--- config.mk ---
export PLATFORM = sky130hd
export DESIGN_NAME = attention_row_route_select
export DESIGN_NICKNAME = d
export VERILOG_FILES = /design/src/design/arrs_pkg.sv /design/src/design/arrs_decode.sv /design/src/design/arrs_rem_pipe.sv /design/src/design/arrs_resolve.sv /design/src/design/attention_row_route_select.sv
export VERILOG_INCLUDE_DIRS = /design/src /design/src/design
export SDC_FILE = /design/constraint.sdc
export NUM_CORES = 2
export LEC_CHECK = 0
export BUFFER_PORTS_ARGS = -buffer_cell sky130_fd_sc_hd__buf_2
export CORE_MARGIN = 2
export CORE_UTILIZATION = 60
export DETAILED_ROUTE_END_ITERATION = 8
export PLACE_DENSITY = 0.88
export SLEW_MARGIN = 20
export SYNTH_ARGS = -nofsm -noshare
export SYNTH_HDL_FRONTEND = slang
export SYNTH_HIERARCHICAL = 1
export SYNTH_SLANG_ARGS = --single-unit
--- constraint.sdc ---
create_clock -name clk -period 58.5 [get_ports clk]
set_input_delay 11.7 -clock clk [delete_from_list [all_inputs] [get_ports clk]]
set_output_delay 11.7 -clock clk [all_outputs]
set_load 0.01 [all_outputs]
--- src/design/attention_row_route_select_assert.svh ---
// Assertion macros for the route selector modules; only arrs_resolve includes them.
`ifndef ATTENTION_ROW_ROUTE_SELECT_ASSERT_SVH
`define ATTENTION_ROW_ROUTE_SELECT_ASSERT_SVH

// Same-cycle implication, checked on clk and disabled while arst_n is low.
`define ARRS_ASSERT_IMP(lbl, ante, cons, msg) \
	lbl: assert property (@(posedge clk) disable iff (!arst_n) (ante) |-> (cons)) \
		else $error(msg);

// Next-cycle implication, checked on clk and disabled while arst_n is low.
`define ARRS_ASSERT_NEXT(lbl, ante, cons, msg) \
	lbl: assert property (@(posedge clk) disable iff (!arst_n) (ante) |=> (cons)) \
		else $error(msg);

`endif

--- src/design/arrs_pkg.sv ---
// Types and constants of the attention row route selector.
`timescale 1ns / 1ps
`default_nettype none
package arrs_pkg;

	localparam int WORD_W = 32;
	localparam int BQ_W   = 11;
	localparam int PROD_W = WORD_W + BQ_W;
	localparam int BASE_W = PROD_W + 1;
	localparam int IDX_W  = 3;
	localparam int DIV_K  = 2;

	localparam logic [IDX_W-1:0] REG_MODE       = 3'd0;
	localparam logic [IDX_W-1:0] REG_SCOPE      = 3'd1;
	localparam logic [IDX_W-1:0] REG_BYPASS     = 3'd2;
	localparam logic [IDX_W-1:0] REG_MIN_KV     = 3'd3;
	localparam logic [IDX_W-1:0] REG_BLOCK_Q    = 3'd4;
	localparam logic [IDX_W-1:0] REG_DENSE_TAIL = 3'd5;

	localparam logic [1:0] MODE_OFF = 2'd0;
	localparam logic [1:0] MODE_REQ = 2'd2;

	localparam logic [3:0] ROLE_PREFILL = 4'd1;
	localparam logic [3:0] ROLE_TEACHER = 4'd2;
	localparam logic [3:0] ROLE_LAST    = 4'd10;

	localparam logic signed [WORD_W-1:0] POS_UNKNOWN = -32'sd1;

	localparam logic [BQ_W-1:0] BLOCK_Q_RESET = 11'd128;

	typedef enum logic [2:0] {
		RT_SPARSE  = 3'd0,
		RT_EXACT   = 3'd1,
		RT_OFF     = 3'd2,
		RT_ROLE    = 3'd3,
		RT_UNSUP   = 3'd4,
		RT_SHORT   = 3'd5,
		RT_TAIL    = 3'd6,
		RT_UNKNOWN = 3'd7
	} route_t;

	typedef struct packed {
		logic                     header_ok;
		logic [3:0]               role;
		logic signed [WORD_W-1:0] row_pos;
		logic                     pf_known;
		logic signed [WORD_W-1:0] pf_start;
		logic signed [WORD_W-1:0] pf_stop;
		logic [WORD_W-1:0]        resident_tokens;
		logic                     backend_ok;
		logic [WORD_W-1:0]        row_idx;
		logic [WORD_W-1:0]        row_total;
	} arrs_in_t;

	typedef struct packed {
		route_t route;
		logic   is_dense;
	} arrs_out_t;

	typedef struct packed {
		logic [1:0]        mode;
		logic              scope_logical;
		logic              gate_bypass;
		logic [WORD_W-1:0] min_kv;
		logic [BQ_W-1:0]   block_q;
		logic [WORD_W-1:0] tail_tiles;
	} arrs_cfg_t;

	typedef struct packed {
		route_t            route;
		logic              pend;
		logic              backend;
		logic              tail_en;
		logic [BASE_W-1:0] base;
		logic [WORD_W-1:0] total;
	} arrs_side_t;

endpackage
`default_nettype wire

--- src/design/arrs_decode.sv ---
// First two pipeline stages: priority checks, tail product and tail base.
`timescale 1ns / 1ps
`default_nettype none
module arrs_decode import arrs_pkg::*; #(
	parameter int BLOCK_Q_MAX = 1024
) (
	input  wire logic              clk,
	input  wire logic              arst_n,
	input  wire logic              adv,
	input  wire logic              in_valid,
	input  wire arrs_in_t          in_word,
	input  wire arrs_cfg_t         cfg,
	output logic                   valid_s2,
	output logic [WORD_W-1:0]      row_s2,
	output arrs_side_t             side_s2
);

	localparam logic [WORD_W-1:0] BQ_LIMIT = WORD_W'(BLOCK_Q_MAX);

	logic              cfg_bad;
	logic              row_bad;
	route_t            route_n;
	logic              pend_n;
	logic [PROD_W-1:0] prod_n;

	logic              valid_s1;
	route_t            route_s1;
	logic              pend_s1;
	logic              backend_s1;
	logic              tail_nz_s1;
	logic [WORD_W-1:0] row_s1;
	logic [WORD_W-1:0] total_s1;
	logic [PROD_W-1:0] prod_s1;

	assign cfg_bad = (cfg.mode > MODE_REQ) || (cfg.block_q == '0) ||
		(WORD_W'(cfg.block_q) > BQ_LIMIT);

	assign row_bad = !in_word.header_ok || (in_word.role > ROLE_LAST) ||
		(in_word.row_pos[WORD_W-1] && (in_word.row_pos != POS_UNKNOWN)) ||
		(in_word.pf_known && (in_word.pf_start[WORD_W-1] ||
		(in_word.pf_stop < in_word.pf_start)));

	assign prod_n = PROD_W'(cfg.tail_tiles) * PROD_W'(cfg.block_q);

	always_comb begin
		route_n = RT_SPARSE;
		pend_n  = 1'b0;
		if (cfg_bad || (cfg.mode == MODE_OFF)) begin
			route_n = RT_OFF;
		end else if (row_bad) begin
			route_n = RT_UNKNOWN;
		end else if ((in_word.role != ROLE_PREFILL) && (in_word.role != ROLE_TEACHER)) begin
			route_n = RT_ROLE;
		end else if (cfg.scope_logical && !in_word.pf_known) begin
			route_n = RT_UNKNOWN;
		end else if (cfg.gate_bypass) begin
			route_n = in_word.backend_ok ? RT_EXACT : RT_UNSUP;
		end else if (in_word.resident_tokens < cfg.min_kv) begin
			route_n = RT_SHORT;
		end else begin
			pend_n = 1'b1;
		end
	end

	always_ff @(posedge clk or negedge arst_n) begin
		if (!arst_n) begin
			valid_s1 <= 1'b0;
			valid_s2 <= 1'b0;
		end else if (adv) begin
			valid_s1 <= in_valid;
			valid_s2 <= valid_s1;
		end
	end

	always_ff @(posedge clk) begin
		if (adv) begin
			route_s1   <= route_n;
			pend_s1    <= pend_n;
			backend_s1 <= in_word.backend_ok;
			tail_nz_s1 <= (cfg.tail_tiles != '0);
			row_s1     <= in_word.row_idx;
			total_s1   <= in_word.row_total;
			prod_s1    <= prod_n;

			row_s2          <= row_s1;
			side_s2.route   <= route_s1;
			side_s2.pend    <= pend_s1;
			side_s2.backend <= backend_s1;
			side_s2.tail_en <= tail_nz_s1 && (total_s1 != '0) && (row_s1 < total_s1);
			side_s2.base    <= BASE_W'(prod_s1) + BASE_W'(row_s1);
			side_s2.total   <= total_s1;
		end
	end

endmodule
`default_nettype wire

--- src/design/arrs_rem_pipe.sv ---
// Pipelined restoring remainder of the packed row by block_q.
`timescale 1ns / 1ps
`default_nettype none
module arrs_rem_pipe import arrs_pkg::*; #(
	parameter int DW = 11
) (
	input  wire logic              clk,
	input  wire logic              arst_n,
	input  wire logic              adv,
	input  wire logic [DW-1:0]     divisor,
	input  wire logic              valid_in,
	input  wire logic [WORD_W-1:0] num_in,
	input  wire arrs_side_t        side_in,
	output logic                   valid_out,
	output logic [DW-1:0]          rem_out,
	output arrs_side_t             side_out
);

	localparam int STAGES = WORD_W / DIV_K;

	logic              vld_s  [STAGES];
	logic [DW-1:0]     rem_s  [STAGES];
	logic [WORD_W-1:0] num_s  [STAGES];
	arrs_side_t        side_s [STAGES];

	logic [DW-1:0]     rem_n  [STAGES];
	logic [WORD_W-1:0] num_n  [STAGES];

	for (genvar g = 0; g < STAGES; g++) begin : g_stage
		logic              vld_prev;
		logic [DW-1:0]     rem_prev;
		logic [WORD_W-1:0] num_prev;
		arrs_side_t        side_prev;

		if (g == 0) begin : g_first
			assign vld_prev  = valid_in;
			assign rem_prev  = '0;
			assign num_prev  = num_in;
			assign side_prev = side_in;
		end else begin : g_next
			assign vld_prev  = vld_s[g-1];
			assign rem_prev  = rem_s[g-1];
			assign num_prev  = num_s[g-1];
			assign side_prev = side_s[g-1];
		end

		always_comb begin
			logic [DW:0]       t;
			logic [DW-1:0]     r;
			logic [WORD_W-1:0] n;
			r = rem_prev;
			n = num_prev;
			for (int k = 0; k < DIV_K; k++) begin
				t = {r, n[WORD_W-1]};
				n = {n[WORD_W-2:0], 1'b0};
				if (t >= {1'b0, divisor}) begin
					r = DW'(t - {1'b0, divisor});
				end else begin
					r = t[DW-1:0];
				end
			end
			rem_n[g] = r;
			num_n[g] = n;
		end

		always_ff @(posedge clk or negedge arst_n) begin
			if (!arst_n) begin
				vld_s[g] <= 1'b0;
			end else if (adv) begin
				vld_s[g] <= vld_prev;
			end
		end

		always_ff @(posedge clk) begin
			if (adv) begin
				rem_s[g]  <= rem_n[g];
				num_s[g]  <= num_n[g];
				side_s[g] <= side_prev;
			end
		end
	end

	assign valid_out = vld_s[STAGES-1];
	assign rem_out   = rem_s[STAGES-1];
	assign side_out  = side_s[STAGES-1];

endmodule
`default_nettype wire

--- src/design/arrs_resolve.sv ---
// Final tail compare, route select and output register with skid slot.
`timescale 1ns / 1ps
`default_nettype none
`include "attention_row_route_select_assert.svh"
module arrs_resolve import arrs_pkg::*; #(
	parameter int DW = 11
) (
	input  wire logic          clk,
	input  wire logic          arst_n,
	input  wire logic          valid_in,
	input  wire logic [DW-1:0] rem_in,
	input  wire arrs_side_t    side_in,
	output logic               adv,
	output logic               out_valid,
	input  wire logic          out_ready,
	output arrs_out_t          out_word
);

	logic      in_tail;
	route_t    route_f;
	arrs_out_t word_n;
	logic      push;
	logic      take;

	logic      out_valid_q;
	logic      skid_valid_q;
	arrs_out_t out_q;
	arrs_out_t skid_q;

	assign in_tail = side_in.tail_en &&
		(BASE_W'(side_in.total) <= (side_in.base - BASE_W'(rem_in)));

	always_comb begin
		route_f = side_in.route;
		if (side_in.pend) begin
			if (in_tail) begin
				route_f = RT_TAIL;
			end else if (side_in.backend) begin
				route_f = RT_SPARSE;
			end else begin
				route_f = RT_UNSUP;
			end
		end
		word_n.route    = route_f;
		word_n.is_dense = (route_f >= RT_OFF);
	end

	assign adv  = !skid_valid_q;
	assign push = adv && valid_in;
	assign take = out_valid_q && out_ready;

	always_ff @(posedge clk or negedge arst_n) begin
		if (!arst_n) begin
			out_valid_q  <= 1'b0;
			skid_valid_q <= 1'b0;
		end else if (push) begin
			if (!out_valid_q || take) begin
				out_valid_q <= 1'b1;
			end else begin
				skid_valid_q <= 1'b1;
			end
		end else if (take) begin
			if (skid_valid_q) begin
				skid_valid_q <= 1'b0;
			end else begin
				out_valid_q <= 1'b0;
			end
		end
	end

	always_ff @(posedge clk) begin
		if (push) begin
			if (!out_valid_q || take) begin
				out_q <= word_n;
			end else begin
				skid_q <= word_n;
			end
		end else if (take && skid_valid_q) begin
			out_q <= skid_q;
		end
	end

	assign out_valid = out_valid_q;
	assign out_word  = out_q;

	`ARRS_ASSERT_IMP(a_skid_behind_out, skid_valid_q, out_valid_q,
		"skid slot holds a word while the output register is empty")
	`ARRS_ASSERT_IMP(a_skid_only_on_stall, $rose(skid_valid_q),
		$past(out_valid_q && !out_ready), "skid slot filled without a stalled output")
	`ARRS_ASSERT_NEXT(a_skid_drains, skid_valid_q && out_ready, !skid_valid_q,
		"skid slot not drained after the output word was taken")
	`ARRS_ASSERT_IMP(a_dense_flag, out_valid_q,
		out_q.is_dense == (out_q.route >= RT_OFF), "dense flag disagrees with route")

endmodule
`default_nettype wire

--- src/design/attention_row_route_select.sv ---
// Top level of the attention row route selector: configuration and pipeline.
//
//  channel   direction  handshake              payload
//  in        input      in_valid / in_ready    in_word (arrs_in_t)
//  out       output     out_valid / out_ready  out_word (arrs_out_t)
//  cfg       input      cfg_we                 cfg_idx, cfg_wdata
//
// One word is accepted per cycle while in_ready is high; on its way to out_word a word
// passes through two decode stages, 16 remainder stages at two quotient bits each,
// and the output register.
// Reset clears the valid bits and loads the register reset values.
// A stalled output parks one word in the skid slot; in_ready then drops and the
// whole pipeline holds until the slot drains.
`timescale 1ns / 1ps
`default_nettype none
module attention_row_route_select import arrs_pkg::*; #(
	parameter int BLOCK_Q_MAX = 1024
) (
	input  wire logic              clk,
	input  wire logic              arst_n,
	input  wire logic              in_valid,
	output logic                   in_ready,
	input  wire arrs_in_t          in_word,
	output logic                   out_valid,
	input  wire logic              out_ready,
	output arrs_out_t              out_word,
	input  wire logic              cfg_we,
	input  wire logic [IDX_W-1:0]  cfg_idx,
	input  wire logic [WORD_W-1:0] cfg_wdata
);

	localparam int BQ_CLOG = $clog2(BLOCK_Q_MAX + 1);
	localparam int BQ_DW   = (BQ_CLOG > BQ_W) ? BQ_W : BQ_CLOG;

	logic [1:0]        mode_q;
	logic              scope_logical_q;
	logic              gate_bypass_q;
	logic [WORD_W-1:0] min_kv_q;
	logic [BQ_W-1:0]   block_q_q;
	logic [WORD_W-1:0] dense_tail_q;

	arrs_cfg_t         cfg;
	logic              adv;
	logic              dec_valid;
	logic [WORD_W-1:0] dec_row;
	arrs_side_t        dec_side;
	logic              rem_valid;
	logic [BQ_DW-1:0]  rem_val;
	arrs_side_t        rem_side;

	always_ff @(posedge clk or negedge arst_n) begin
		if (!arst_n) begin
			mode_q          <= MODE_OFF;
			scope_logical_q <= 1'b1;
			gate_bypass_q   <= 1'b0;
			min_kv_q        <= '0;
			block_q_q       <= BLOCK_Q_RESET;
			dense_tail_q    <= '0;
		end else if (cfg_we) begin
			case (cfg_idx)
				REG_MODE:       mode_q          <= cfg_wdata[1:0];
				REG_SCOPE:      scope_logical_q <= cfg_wdata[0];
				REG_BYPASS:     gate_bypass_q   <= cfg_wdata[0];
				REG_MIN_KV:     min_kv_q        <= cfg_wdata;
				REG_BLOCK_Q:    block_q_q       <= cfg_wdata[BQ_W-1:0];
				REG_DENSE_TAIL: dense_tail_q    <= cfg_wdata;
				default: ;
			endcase
		end
	end

	assign cfg.mode          = mode_q;
	assign cfg.scope_logical = scope_logical_q;
	assign cfg.gate_bypass   = gate_bypass_q;
	assign cfg.min_kv        = min_kv_q;
	assign cfg.block_q       = block_q_q;
	assign cfg.tail_tiles    = dense_tail_q;

	assign in_ready = adv;

	arrs_decode #(
		.BLOCK_Q_MAX(BLOCK_Q_MAX)
	) u_decode (
		.clk      (clk),
		.arst_n   (arst_n),
		.adv      (adv),
		.in_valid (in_valid),
		.in_word  (in_word),
		.cfg      (cfg),
		.valid_s2 (dec_valid),
		.row_s2   (dec_row),
		.side_s2  (dec_side)
	);

	arrs_rem_pipe #(
		.DW(BQ_DW)
	) u_rem (
		.clk       (clk),
		.arst_n    (arst_n),
		.adv       (adv),
		.divisor   (block_q_q[BQ_DW-1:0]),
		.valid_in  (dec_valid),
		.num_in    (dec_row),
		.side_in   (dec_side),
		.valid_out (rem_valid),
		.rem_out   (rem_val),
		.side_out  (rem_side)
	);

	arrs_resolve #(
		.DW(BQ_DW)
	) u_resolve (
		.clk       (clk),
		.arst_n    (arst_n),
		.valid_in  (rem_valid),
		.rem_in    (rem_val),
		.side_in   (rem_side),
		.adv       (adv),
		.out_valid (out_valid),
		.out_ready (out_ready),
		.out_word  (out_word)
	);

endmodule
`default_nettype wire

==> flow_summary.html <==
<table>
<tr><th>Metric</th><th>Value</th></tr>
<tr><th colspan="2">Drt</th></tr>
<tr><td>DRT Pass-1 Iters</td><td>9</td></tr>
<tr><td>Uppermost layer routed</td><td>met5</td></tr>
<tr><td>Vias per std cell</td><td>5.93</td></tr>
<tr><td>Routed length on met1</td><td>76.8 mm</td></tr>
<tr><td>Number of nets with antenna violations after detailed routing</td><td>0</td></tr>
<tr><td>Amount of wire on met3 after detailed routing</td><td>14.0 mm</td></tr>
<tr><td>Routed vias</td><td>56,100</td></tr>
<tr><td>Initial detailed-routing violation count</td><td>5,340</td></tr>
<tr><td>Routed wire length on met2</td><td>101 mm</td></tr>
<tr><td>Routed wirelength normalized by instance count</td><td>21.5 um</td></tr>
<tr><td>DR DRC count</td><td>0</td></tr>
<tr><td>Final wirelength</td><td>203 mm</td></tr>
<tr><th colspan="2">STA</th></tr>
<tr><td>Worst Tran Pin Value</td><td>1.17 ns</td></tr>
<tr><td>Worst slew margin</td><td>21.5%</td></tr>
<tr><td>Worst clock skew</td><td>0.0347 ns</td></tr>
<tr><td>Final hold vios</td><td>0</td></tr>
<tr><td>RSZ-0062 raised after global routing</td><td>no</td></tr>
<tr><td>Highest achievable clock rate</td><td>0.0707 GHz</td></tr>
<tr><td>Final Max Tran Viols</td><td>0</td></tr>
<tr><td>Share of the cycle needed by the critical path after routing</td><td>24.2%</td></tr>
<tr><td>Final setup viols</td><td>0</td></tr>
<tr><td>Total negative slack for setup checks</td><td>0 ns</td></tr>
<tr><td>Post-layout min period</td><td>14.14 ns</td></tr>
<tr><th colspan="2">Floorplan</th></tr>
<tr><td>Placeable core region</td><td>163,000 sq um</td></tr>
<tr><td>Die extent in x</td><td>408 um</td></tr>
<tr><td>Die Span Y</td><td>408 um</td></tr>
<tr><td>Die footprint</td><td>167,000 sq um</td></tr>
<tr><td>Initial core utilization</td><td>60.3%</td></tr>
<tr><td>Site Rows</td><td>148</td></tr>
<tr><td>I/O pins</td><td>245</td></tr>
<tr><th colspan="2">Clock tree</th></tr>
<tr><td>Clk_lat worst skew</td><td>0.85 ns</td></tr>
<tr><td>Clock input transition at the sequential cells of the worst setup and hold paths</td><td>0.06 ns</td></tr>
<tr><td>Post-CTS Setup Repair Bufs</td><td>0</td></tr>
<tr><td>Maximum clock path buffer count</td><td>3</td></tr>
<tr><td>CTS sink cnt</td><td>2,062</td></tr>
<tr><td>Clock H-tree levels</td><td>4</td></tr>
<tr><td>TritonCTS clock tree</td><td>done</td></tr>
<tr><td>CTS root buf</td><td>sky130_fd_sc_hd__clkbuf_16</td></tr>
<tr><td>CTS Hold Buffers Added</td><td>0</td></tr>
<tr><td>Post-cts resize count</td><td>0</td></tr>
<tr><td>Cts bufs inserted</td><td>188</td></tr>
<tr><th colspan="2">Placement</th></tr>
<tr><td>Final RePlAce weighted congestion</td><td>0.982</td></tr>
<tr><td>Number of placed instances, taps included</td><td>9,113</td></tr>
<tr><td>Total half-perimeter wirelength after legalization and detailed placement</td><td>135 mm</td></tr>
<tr><td>I/O Buffers</td><td>244</td></tr>
<tr><th colspan="2">Layout</th></tr>
<tr><td>Fin cells</td><td>9,460</td></tr>
<tr><td>Net count of the finished layout</td><td>8,261</td></tr>
<tr><td>Share of final-layout standard cells stronger than drive strength 1</td><td>12.2%</td></tr>
<tr><td>Inserted Diodes</td><td>0</td></tr>
<tr><td>Number of filler instances in the final layout</td><td>10,600</td></tr>
<tr><td>Area growth from synthesis to layout</td><td>10.3%</td></tr>
<tr><td>Leading cell types in the layout, fill and taps excluded</td><td>sky130_fd_sc_hd__edfxtp_1, sky130_fd_sc_hd__ha_1, sky130_fd_sc_hd__inv_1, sky130_fd_sc_hd__nand2_1, sky130_fd_sc_hd__a21oi_1</td></tr>
<tr><td>Commonest non-fill, non-tap cell in the layout</td><td>sky130_fd_sc_hd__edfxtp_1</td></tr>
<tr><th colspan="2">Global routing</th></tr>
<tr><td>First-pass GRT wire length</td><td>317 mm</td></tr>
<tr><td>Sum of overflow across all layers after global routing</td><td>0</td></tr>
<tr><td>Pin count of the biggest net entering global routing</td><td>190</td></tr>
<tr><td>Number of global-route vias before repair</td><td>57,600</td></tr>
<tr><td>Antenna violations before repair</td><td>3</td></tr>
<tr><td>Total GRT Usage</td><td>24.4%</td></tr>
<tr><th colspan="2">Worst setup path</th></tr>
<tr><td>Signal arrival time at the worst endpoint</td><td>2.44 ns</td></tr>
<tr><td>R2R cell count</td><td>20</td></tr>
<tr><td>R2R setup slack</td><td>51.39 ns</td></tr>
<tr><td>Largest fanout on the critical path</td><td>119</td></tr>
<tr><td>R2R Path Start</td><td>block_q_q[2]</td></tr>
<tr><td>Crit. End Element</td><td>output pin</td></tr>
<tr><td>Endpoint of the most critical register-to-register path</td><td>u_rem/rem_s[0][18]</td></tr>
<tr><td>Req. time, crit path</td><td>46.80 ns</td></tr>
<tr><td>Critical path launch point type</td><td>flip-flop</td></tr>
<tr><td>Worst Setup Path Type</td><td>reg2out</td></tr>
<tr><th colspan="2">Min path</th></tr>
<tr><td>Hold crit path type</td><td>reg2reg</td></tr>
<tr><td>Hold path endpoint</td><td>u_rem/num_s[0][17]</td></tr>
<tr><td>Startpoint of the worst hold path</td><td>u_decode/row_s2[17]</td></tr>
<tr><td>Worst Hold Depth</td><td>0</td></tr>
<tr><th colspan="2">Run</th></tr>
<tr><td>Max_cap viols</td><td>0</td></tr>
<tr><th colspan="2">Outcome</th></tr>
<tr><td>Result of the run</td><td>finished, final reports clean</td></tr>
<tr><th colspan="2">Synth</th></tr>
<tr><td>Sequential fraction of the synthesis area</td><td>62.6%</td></tr>
<tr><td>Number of enable flip-flop cells after synthesis</td><td>1,963</td></tr>
<tr><td>Distinct cell type count of the synthesized netlist</td><td>105</td></tr>
<tr><td>Async S/R FF share, synth</td><td>4.80%</td></tr>
<tr><td>Count of mapped cells out of synthesis</td><td>6,762</td></tr>
<tr><td>Mapped Area</td><td>98,100 sq um</td></tr>
<tr><td>Number of warnings issued by yosys</td><td>6</td></tr>
<tr><td>Nets in the synthesized netlist</td><td>7,895</td></tr>
<tr><td>Mapped Avg Cell Area</td><td>14.5 sq um</td></tr>
<tr><td>Most frequently used flop master after synthesis</td><td>sky130_fd_sc_hd__edfxtp_1</td></tr>
<tr><td>Flip-flop and latch count after synthesis</td><td>2,062</td></tr>
</table>
-- metrics by stage --
step / hold slack, ns / setup slack [ns] / utilization (%) / cell area (sq um)
3_3_place_gp: 0.400 / 44.32 / 62.7 / 102000
6_report: 0.402 / 44.36 / 66.5 / 108000
5_1_grt: 0.413 / 44.21 / 66.5 / 108000
2_1_floorplan: 0.400 / 8.63 / - / 98100
4_1_cts: 0.396 / 44.29 / 66.5 / 108000
3_5_place_dp: 0.405 / 44.32 / 62.7 / 102000
-- cell usage after synthesis (15+ instances only) --
cell / number / area [sq um]
sky130_fd_sc_hd__o21ai_0: 203 / 1020
sky130_fd_sc_hd__clkbuf_1: 79 / 297
sky130_fd_sc_hd__a211oi_1: 36 / 270
sky130_fd_sc_hd__mux2i_1: 42 / 420
sky130_fd_sc_hd__a31oi_1: 23 / 144
sky130_fd_sc_hd__o31ai_1: 15 / 113
sky130_fd_sc_hd__a21oi_1: 321 / 1610
sky130_fd_sc_hd__and3_1: 16 / 100
sky130_fd_sc_hd__nand3_1: 51 / 255
sky130_fd_sc_hd__nand2b_1: 56 / 350
sky130_fd_sc_hd__dfrtp_1: 97 / 2430
sky130_fd_sc_hd__o41ai_1: 20 / 175
sky130_fd_sc_hd__o21bai_1: 27 / 203
sky130_fd_sc_hd__nor3_1: 91 / 455
sky130_fd_sc_hd__xnor2_1: 265 / 2320
sky130_fd_sc_hd__mux2_2: 218 / 2450
sky130_fd_sc_hd__a21o_1: 106 / 796
sky130_fd_sc_hd__inv_1: 568 / 2130
sky130_fd_sc_hd__nor2b_1: 85 / 532
sky130_fd_sc_hd__nor2_1: 265 / 995
sky130_fd_sc_hd__ha_1: 592 / 7410
sky130_fd_sc_hd__mux2_1: 47 / 529
sky130_fd_sc_hd__fa_1: 302 / 6050
sky130_fd_sc_hd__xor2_1: 83 / 727
sky130_fd_sc_hd__a221oi_1: 16 / 140
sky130_fd_sc_hd__o21a_1: 51 / 383
sky130_fd_sc_hd__buf_2: 19 / 95.1
sky130_fd_sc_hd__o21ai_1: 31 / 155
sky130_fd_sc_hd__nand2_1: 422 / 1580
sky130_fd_sc_hd__nor4_1: 48 / 300
sky130_fd_sc_hd__or2_2: 19 / 119
sky130_fd_sc_hd__or3_1: 31 / 194
sky130_fd_sc_hd__o211ai_1: 19 / 143
sky130_fd_sc_hd__a21boi_0: 20 / 150
sky130_fd_sc_hd__and2_1: 171 / 1070
sky130_fd_sc_hd__nand4_1: 97 / 607
sky130_fd_sc_hd__edfxtp_1: 1963 / 58900
-- logic make-up (layout without fill, tap and decap cells) --
kind of cell               count (synthesis)  after routing  synth area share, %
AOI/OAI and AO/OA                       1041           1041                 6.97
xor gates and xnor gates                 348            348                 3.11
adders and majority gates                894            894                 13.7
buffers and inverters                    690           1213                 2.77
DFF                                     2062           2062                 62.6
muxes                                    315            315                 3.59
and+or+nand+nor                         1412           1412                 7.23
-- worst max path at each step --
| stage | from | endpoint | slack (ns) | cells past startpoint |
|---|---|---|---|---|
| detailed placement | in_word[73] | u_decode/route_s1[0] | 44.32 | 12 |
| global route | u_resolve/skid_valid_q | in_ready | 44.21 | 2 |
| finish | u_resolve/skid_valid_q | in_ready | 44.36 | 2 |
| CTS | u_resolve/skid_valid_q | in_ready | 44.29 | 2 |
| floorplan | u_resolve/skid_valid_q | in_ready | 8.63 | 1 |
| global placement | in_word[146] | u_decode/route_s1[0] | 44.32 | 11 |
-- flip-flops by register name (all words and copies together), names as in the netlist, 11 cells and up --
register                flops
block_q_q                  11
dense_tail_q               32
min_kv_q                   32
u_decode/prod_s1           43
u_decode/row_s1            32
u_decode/row_s2            32
u_decode/side_s2           82
u_decode/total_s1          32
u_rem/g_stage.vld_prev     15
u_rem/num_s               240
u_rem/rem_s               176
u_rem/side_s             1312
-- layer usage --
layer	track usage (%)	up-vias
met3	4.34	676
met2	41.3	2548
met4	13.1	4
li1	-	25600
met5	0	-
met1	29.9	27300
-- area by class of cell --
cell class              instances  area (sq um)  area share (%)
flip-flops and latches       2062         61400            56.8
repair buffers                297          1690            1.56
clock buffers                 230          4940            4.57
inverters                     569          2140            1.98
multi-input cells            4010         34000            31.4
clock inverters               117          1280            1.19
well taps                    2175          2720            2.52
-- critical path: stages, from the launching register on --
cell                      delay [ns]
sky130_fd_sc_hd__dfrtp_1        0.47
sky130_fd_sc_hd__inv_8          0.58
sky130_fd_sc_hd__buf_2          0.43
Power is left out: the tool's default activity adds up to more than one toggle a clock period on the data nets, which glitch-free logic cannot reach.
